==> config.mk <==
export PLATFORM = sky130hd
export DESIGN_NAME = escape_then_run_length_encoder_core
export DESIGN_NICKNAME = d
export VERILOG_FILES = /design/src/rtl/etrle_pkg.sv /design/src/rtl/etrle_fifo.sv /design/src/rtl/etrle_front.sv /design/src/rtl/etrle_back.sv /design/src/rtl/escape_then_run_length_encoder_core.sv
export SDC_FILE = /design/constraint.sdc
export NUM_CORES = 1
export LEC_CHECK = 0
export ABC_AREA = 1
export BUFFER_PORTS_ARGS = -buffer_cell sky130_fd_sc_hd__buf_2
export CAP_MARGIN = 10
export CORE_UTILIZATION = 45
export CTS_BUF_LIST = sky130_fd_sc_hd__clkbuf_16
export CTS_CLUSTER_DIAMETER = 80
export DETAILED_ROUTE_END_ITERATION = 10
export REMOVE_ABC_BUFFERS = 1
export SETUP_SLACK_MARGIN = 0.4
export SYNTH_ARGS = -nofsm -noshare
export SYNTH_HDL_FRONTEND = slang
export SYNTH_SLANG_ARGS = --single-unit
==> constraint.sdc <==
create_clock -name clk -period 5 [get_ports clk]
set_clock_uncertainty 0.15 [all_clocks]
set_input_delay 0 -clock clk [delete_from_list [all_inputs] [get_ports clk]]
set_output_delay 0 -clock clk [all_outputs]
set_load 0.05 [all_outputs]
==> src/rtl/etrle_pkg.sv <==
// Package for the escape-then-run-length encoder core.
// Beat payload types, the internal symbol-op type and shared constants.
// No dependencies.
`default_nettype none
package etrle_pkg;

	localparam int SYM_W       = 7;
	localparam int LEN_W       = 12;
	localparam int CHAR_W      = 8;
	localparam int MAX_RUN_DEF = 4095;
	localparam int QUEUE_DEPTH = 2;

	localparam logic [CHAR_W-1:0] CHAR_A    = 8'h41;
	localparam logic [CHAR_W-1:0] CHAR_Z    = 8'h5A;
	localparam logic [CHAR_W-1:0] CHAR_ZERO = 8'h30;
	localparam logic [CHAR_W-1:0] CHAR_NINE = 8'h39;

	typedef struct packed {
		logic [CHAR_W-1:0] text_char;
		logic              is_last;
	} in_t;

	typedef struct packed {
		logic [SYM_W-1:0] run_symbol;
		logic [LEN_W-1:0] run_length;
		logic             final_run;
	} out_t;

	typedef enum logic {
		OP_SYM   = 1'b0,
		OP_FLUSH = 1'b1
	} op_kind_t;

	typedef struct packed {
		op_kind_t         kind;
		logic [SYM_W-1:0] sym;
	} op_t;

endpackage
`default_nettype wire

==> src/rtl/etrle_fifo.sv <==
// Small register queue with push/full and pop/empty sides.
// Generic width and depth; no package dependency.
`default_nettype none
module etrle_fifo #(
	parameter int WIDTH = 8,
	parameter int DEPTH = 2
) (
	input  wire logic             clk,
	input  wire logic             arst_n,
	input  wire logic             push,
	input  wire logic [WIDTH-1:0] wdata,
	output logic                  full,
	input  wire logic             pop,
	output logic      [WIDTH-1:0] rdata,
	output logic                  empty
);
	localparam int PTR_W = (DEPTH > 1) ? $clog2(DEPTH) : 1;
	localparam int CNT_W = $clog2(DEPTH + 1);

	logic [WIDTH-1:0] mem_q [DEPTH];
	logic [PTR_W-1:0] wr_ptr_q;
	logic [PTR_W-1:0] rd_ptr_q;
	logic [CNT_W-1:0] cnt_q;
	logic             do_push;
	logic             do_pop;

	assign full    = (cnt_q == CNT_W'(DEPTH));
	assign empty   = (cnt_q == '0);
	assign do_push = push & ~full;
	assign do_pop  = pop & ~empty;
	assign rdata   = mem_q[rd_ptr_q];

	always_ff @(posedge clk) begin
		if (do_push) begin
			mem_q[wr_ptr_q] <= wdata;
		end
	end

	always_ff @(posedge clk or negedge arst_n) begin
		if (!arst_n) begin
			wr_ptr_q <= '0;
			rd_ptr_q <= '0;
			cnt_q    <= '0;
		end else begin
			if (do_push) begin
				wr_ptr_q <= (wr_ptr_q == PTR_W'(DEPTH - 1)) ? '0 : wr_ptr_q + 1'b1;
			end
			if (do_pop) begin
				rd_ptr_q <= (rd_ptr_q == PTR_W'(DEPTH - 1)) ? '0 : rd_ptr_q + 1'b1;
			end
			if (do_push && !do_pop) begin
				cnt_q <= cnt_q + 1'b1;
			end else if (do_pop && !do_push) begin
				cnt_q <= cnt_q - 1'b1;
			end
		end
	end

endmodule
`default_nettype wire

==> src/rtl/etrle_front.sv <==
// Front end: accepts character beats and splits them into symbol and flush ops.
// Depends on etrle_pkg.
`default_nettype none
module etrle_front (
	input  wire logic          clk,
	input  wire logic          arst_n,
	input  wire logic          push,
	output logic               full,
	input  wire etrle_pkg::in_t item,
	output logic               op_push,
	output etrle_pkg::op_t     op_data,
	input  wire logic          op_full
);
	import etrle_pkg::*;

	logic             pend_sym_v_q;
	logic [SYM_W-1:0] pend_sym_q;
	logic             pend_fl_q;
	logic             accept;
	logic             is_upper;
	logic             is_digit;
	logic             first_v;
	op_t              first_op;
	logic             rest_sym_v;
	logic [SYM_W-1:0] rest_sym;
	logic [CHAR_W-1:0] digit_sym;

	assign full     = pend_sym_v_q | pend_fl_q | op_full;
	assign accept   = push & ~full;
	assign is_upper = (item.text_char >= CHAR_A) && (item.text_char <= CHAR_Z);
	assign is_digit = (item.text_char >= CHAR_ZERO) && (item.text_char <= CHAR_NINE);
	assign digit_sym = item.text_char - CHAR_ZERO + CHAR_A;

	always_comb begin
		first_v       = 1'b0;
		first_op.kind = OP_SYM;
		first_op.sym  = item.text_char[SYM_W-1:0];
		rest_sym_v    = 1'b0;
		rest_sym      = CHAR_Z[SYM_W-1:0];
		priority if (item.text_char == CHAR_Z) begin
			first_v    = 1'b1;
			rest_sym_v = 1'b1;
		end else if (is_upper) begin
			first_v = 1'b1;
		end else if (is_digit) begin
			first_v      = 1'b1;
			first_op.sym = CHAR_Z[SYM_W-1:0];
			rest_sym_v   = 1'b1;
			rest_sym     = digit_sym[SYM_W-1:0];
		end else begin
			first_v       = item.is_last;
			first_op.kind = OP_FLUSH;
		end
	end

	always_comb begin
		op_push = 1'b0;
		op_data = first_op;
		priority if (pend_sym_v_q) begin
			op_push      = 1'b1;
			op_data.kind = OP_SYM;
			op_data.sym  = pend_sym_q;
		end else if (pend_fl_q) begin
			op_push      = 1'b1;
			op_data.kind = OP_FLUSH;
			op_data.sym  = '0;
		end else begin
			op_push = accept & first_v;
		end
	end

	always_ff @(posedge clk) begin
		if (accept) begin
			pend_sym_q <= rest_sym;
		end
	end

	always_ff @(posedge clk or negedge arst_n) begin
		if (!arst_n) begin
			pend_sym_v_q <= 1'b0;
			pend_fl_q    <= 1'b0;
		end else if (accept) begin
			pend_sym_v_q <= rest_sym_v;
			pend_fl_q    <= item.is_last & (is_upper | is_digit);
		end else if (!op_full) begin
			if (pend_sym_v_q) begin
				pend_sym_v_q <= 1'b0;
			end else begin
				pend_fl_q <= 1'b0;
			end
		end
	end

endmodule
`default_nettype wire

==> src/rtl/etrle_back.sv <==
// Back end: run-length state; turns symbol and flush ops into run records.
// Depends on etrle_pkg.
`default_nettype none
module etrle_back #(
	parameter int MAX_RUN = etrle_pkg::MAX_RUN_DEF
) (
	input  wire logic          clk,
	input  wire logic          arst_n,
	input  wire logic          op_empty,
	input  wire etrle_pkg::op_t op_data,
	output logic               op_pop,
	output logic               rec_push,
	output etrle_pkg::out_t    rec_data,
	input  wire logic          rec_full
);
	import etrle_pkg::*;

	localparam int CNT_W = $clog2(MAX_RUN + 1);

	logic [SYM_W-1:0] pend_sym_q;
	logic [CNT_W-1:0] cnt_q;
	logic             open_q;
	logic             extend;

	assign op_pop = ~op_empty & ~rec_full;
	assign extend = open_q && (op_data.sym == pend_sym_q) && (cnt_q < CNT_W'(MAX_RUN));

	always_comb begin
		rec_data.run_symbol = pend_sym_q;
		rec_data.run_length = LEN_W'(cnt_q);
		rec_data.final_run  = 1'b0;
		rec_push            = 1'b0;
		unique case (op_data.kind)
			OP_SYM: begin
				rec_push = op_pop & open_q & ~extend;
			end
			OP_FLUSH: begin
				rec_push           = op_pop & open_q;
				rec_data.final_run = 1'b1;
			end
			default: begin
				rec_push = 1'b0;
			end
		endcase
	end

	always_ff @(posedge clk or negedge arst_n) begin
		if (!arst_n) begin
			pend_sym_q <= '0;
			cnt_q      <= '0;
			open_q     <= 1'b0;
		end else if (op_pop) begin
			unique case (op_data.kind)
				OP_SYM: begin
					if (extend) begin
						cnt_q <= cnt_q + 1'b1;
					end else begin
						pend_sym_q <= op_data.sym;
						cnt_q      <= CNT_W'(1);
						open_q     <= 1'b1;
					end
				end
				OP_FLUSH: begin
					pend_sym_q <= '0;
					cnt_q      <= '0;
					open_q     <= 1'b0;
				end
				default: begin
					open_q <= open_q;
				end
			endcase
		end
	end

endmodule
`default_nettype wire

==> src/rtl/escape_then_run_length_encoder_core.sv <==
// Top level of the escape-then-run-length encoder core.
// Depends on etrle_pkg, etrle_fifo, etrle_front and etrle_back.
//
// Usage:
// Input side is a queue write port: an item beat (text_char, is_last) is
// taken at a clock edge with push high and full low. Output side is a queue
// read port: the oldest run record sits on result while empty is low and is
// taken at an edge with pop high and empty low.
// The front splits each character into ops: a letter A to Y gives one symbol
// op, Z or a digit two, and is_last one more for the flush op; other
// characters make no op unless marked last. The front issues one op per cycle
// while the op queue is not full and takes no new item until it has issued
// every op of the last one. The back consumes one op per cycle while the
// output queue is not full and writes at most one record per op into it.
// Two-entry queues sit between front and back and before the output, so a
// stalled receiver first fills the output queue, then the op queue, and then
// full rises; nothing is lost.
// Reset clears all queues and the open run; the core is ready right after.
`default_nettype none
module escape_then_run_length_encoder_core #(
	parameter int MAX_RUN = etrle_pkg::MAX_RUN_DEF
) (
	input  wire logic           clk,
	input  wire logic           arst_n,
	input  wire logic           push,
	output logic                full,
	input  wire etrle_pkg::in_t item,
	output logic                empty,
	input  wire logic           pop,
	output etrle_pkg::out_t     result
);
	import etrle_pkg::*;

	logic op_push;
	op_t  op_wdata;
	logic op_full;
	logic op_pop;
	op_t  op_rdata;
	logic op_empty;
	logic rec_push;
	out_t rec_wdata;
	logic rec_full;

	etrle_front u_front (
		.clk     (clk),
		.arst_n  (arst_n),
		.push    (push),
		.full    (full),
		.item    (item),
		.op_push (op_push),
		.op_data (op_wdata),
		.op_full (op_full)
	);

	etrle_fifo #(
		.WIDTH ($bits(op_t)),
		.DEPTH (QUEUE_DEPTH)
	) u_op_q (
		.clk    (clk),
		.arst_n (arst_n),
		.push   (op_push),
		.wdata  (op_wdata),
		.full   (op_full),
		.pop    (op_pop),
		.rdata  (op_rdata),
		.empty  (op_empty)
	);

	etrle_back #(
		.MAX_RUN (MAX_RUN)
	) u_back (
		.clk      (clk),
		.arst_n   (arst_n),
		.op_empty (op_empty),
		.op_data  (op_rdata),
		.op_pop   (op_pop),
		.rec_push (rec_push),
		.rec_data (rec_wdata),
		.rec_full (rec_full)
	);

	etrle_fifo #(
		.WIDTH ($bits(out_t)),
		.DEPTH (QUEUE_DEPTH)
	) u_out_q (
		.clk    (clk),
		.arst_n (arst_n),
		.push   (rec_push),
		.wdata  (rec_wdata),
		.full   (rec_full),
		.pop    (pop),
		.rdata  (result),
		.empty  (empty)
	);

endmodule
`default_nettype wire

==> key figures <==
Clocking
  • Clk buf depth: 2
  • Post-CTS Setup Bufs: 0
  • Reg clk slew, reported paths: 0.07 ns
  • Root buf cell: clkbuf_16
  • Post_cts resized: 0
  • Clk Latency, worst-skew pair: 0.33 ns
  • Number of CTS-inserted buffers: 9
  • CTS tree: built
  • Number of H-tree levels: 3
  • Clock net sink count: 93
  • # hold bufs at CTS: 16

Power
  • Pwr Density: 594.4 mW/mm²
  • Peak VDD IR: 0.2338 mV
  • Tot Pwr: 0.002973 W
  • Leak: 2.168 nW

Synth
  • Synthesized area: 0.004285 mm²
  • Syn avg cell area: 10.11 µm²
  • Post-synth EDFFs: 63
  • Yosys reg bits: 93
  • Cell count after synthesis: 424
  • Async SR Flop Fraction: 0.3226
  • Top post-synthesis cells by area: edfxtp_1 (44%), dfrtp_1 (18%), nand2_1 (12%)
  • Ys Warns: 0
  • Ys flop type: edfxtp_1
  • Distinct cells, synth: 35
  • Sequential element share of the synthesized area: 0.6166
  • Synth top area share: 0.4415
  • Area leader, netlist: edfxtp_1

Global routing
  • Initial antenna violation count: 0
  • GRT Total Usage: 0.1630
  • Remaining Overflow, GRT: 0
  • Vias in the first global route: 2685
  • Largest net degree at the start of global routing: 31
  • First-pass GRT wire length: 12500 µm

Floorplanning
  • Die height: 99.59 µm
  • I/O pin cnt: 35
  • Initial core utilization: 0.4638
  • Die W: 99.59 µm
  • Num rows: 35
  • Full die area: 0.009917 mm²
  • Core region area: 0.009240 mm²

Cells and area
  • FF/Latch Area: 0.002643 mm²
  • P&R area growth vs syn: 16.73%
  • Multi-input logic area: 0.001403 mm²
  • Commonest non-fill, non-tap cell in the layout: nand2_1
  • Layout cells sized above 1: 0.1763
  • Final nets: 497
  • Antenna diodes: 0
  • Fin cells: 611
  • Filler instances: 819
  • Most frequent cells in the layout: nand2_1 (141), edfxtp_1 (63), inv_1 (41), buf_2 (34), dfrtp_1 (30)

Routing
  • WL/cell: 11.99 µm
  • First-pass DRT Iterations: 4
  • Vias: 2819
  • Total Routed Length: 7328 µm
  • Drt initial violations: 94
  • Antenna viol nets, final: 0
  • DRC Markers: 0
  • Vias per cell: 4.614

Worst setup path
  • Critical Path AT: 2.80 ns
  • Worst path required time: 5.06 ns
  • Worst setup EP type: flip-flop
  • CP max FO: 11
  • Critical path startpoint category: flip-flop
  • Worst Path Class, Setup: reg2reg

Timing
  • Slew Limit Fails: 0
  • Tightest Pin Transition: 0.8086 ns
  • Max Fclk: 0.3647 GHz
  • Final Critical Period: 2.742 ns
  • Slew headroom: 0.4604
  • TNS Setup: 0 ns
  • WHS: 0.04955 ns
  • Hold Violations, Final: 0
  • Tcrit/Tclk final: 0.5484
  • Final setup fails: 0
  • Unrepaired setup endpoints after global routing: false

Placement
  • Hpwl dp: 5102 µm
  • PortBufs: 34
  • Placed Cells: 579
  • GPL Wtd Cong: 0.7965

Flow run
  • Max-Cap Viols: 0

Hold path
  • HP Class: in2reg

Status
  • Status: finished clean
-- registers in the layout (all words and copies together) (netlist names), 2 cells and up --
signal / count
u_out_q.mem_q: 40
u_out_q.cnt_q: 2
u_op_q.cnt_q: 2
u_back.pend_sym_q: 7
u_op_q.mem_q: 16
u_front.pend_sym_q: 7
u_back.cnt_q: 12
-- area by class of cell --
| type | instances | area share |
|---|---|---|
| Inverter | 45 | 0.03527 |
| Clock inverter | 7 | 0.009755 |
| Sequential cell | 93 | 0.5283 |
| Clock buffer | 9 | 0.04502 |
| Tap cell | 129 | 0.03227 |
| Multi-Input combinational cell | 276 | 0.2804 |
| Timing Repair Buffer | 52 | 0.06903 |
-- cells by family (layout without fill, tap and decap cells) --
logic type	Yosys count	after routing	synth area share
AOI/OAI and AO/OA	28	28	0.04029
xor gates and xnor gates	16	16	0.03270
adders and majority gates	7	7	0.02044
buffers and inverters	55	113	0.05606
DFF	93	93	0.6166
other	2	2	0.001752
and+or+nand+nor	223	223	0.2321
-- critical path, stage by stage (launching register included) --
cell and delay [ns]:
dfrtp_1 0.51, inv_2 0.26, nand2_1 0.12, nand2_2 0.09, nand2_1 0.05, nand2_1 0.06
nand2_1 0.06, nor2_2 0.16, nand3_2 0.22, o21bai_2 0.21, inv_1 0.06, ha_1 0.30
a21oi_1 0.12, o21ai_0 0.11, xor2_1 0.15
-- cell usage after synthesis, types with 3 or more instances --
master and n:
ha_1 7, xor2_1 10, nor3_1 5, o22ai_1 3, xnor2_1 6, o21ai_0 10
nand2_2 8, a32o_1 3, nor2_2 11, nand4_1 5, dfrtp_1 30, nor2_4 3
a21oi_1 4, buf_2 3, edfxtp_1 63, nor2_1 22, clkbuf_1 4, buf_6 3
nand2_1 141, inv_1 41, o21ai_1 5, nand3_1 19
-- power by group --
part | leakage (nW) | internal, W | switching, W | total (W)
Clock | 0.136 | 0.000338 | 0.000279 | 0.000617
Sequential | 0.954 | 0.00104 | 0.000121 | 0.00116
Combinational | 1.08 | 0.000307 | 0.000891 | 0.00120
Total | 2.17 | 0.00168 | 0.00129 | 0.00297
-- path summary, 6_finish.rpt --
| check | endpoint | cells after the start | slack [ns] | start |
|---|---|---|---|---|
| max | u_out_q.cnt_q[1] | 14 | 2.26 | u_op_q.rd_ptr_q |
| min | u_front.pend_sym_q[2] | 4 | 0.05 | item[8] |
| max reg2reg | u_out_q.cnt_q[1] | 14 | 2.26 | u_op_q.rd_ptr_q |
| min reg2reg | u_op_q.wr_ptr_q | 2 | 0.32 | u_op_q.wr_ptr_q |
| max in group asynchronous | u_op_q.rd_ptr_q | 2 | 4.14 | arst_n |
| min in group asynchronous | u_front.pend_sym_v_q | 2 | 0.10 | arst_n |
-- through the flow --
step	worst slack [ns]	util	cell area, µm²
finish	2.258	0.5414	5002
global route	2.013	0.5414	5002
CTS	2.279	0.5414	5002
detailed placement	2.289	0.4944	4568
global placement	2.388	0.4944	4568
floorplan	2.302	-	4222
-- routing by layer --
metal  track usage  routed length (µm)  vias up
li1              -                   -     1480
met1        0.2227                3706     1284
met2        0.2559                3270       46
met3       0.03584                 262        9
met4       0.06109                  89        0
met5             0                   0        -
(Power assumes the default switching activity.)
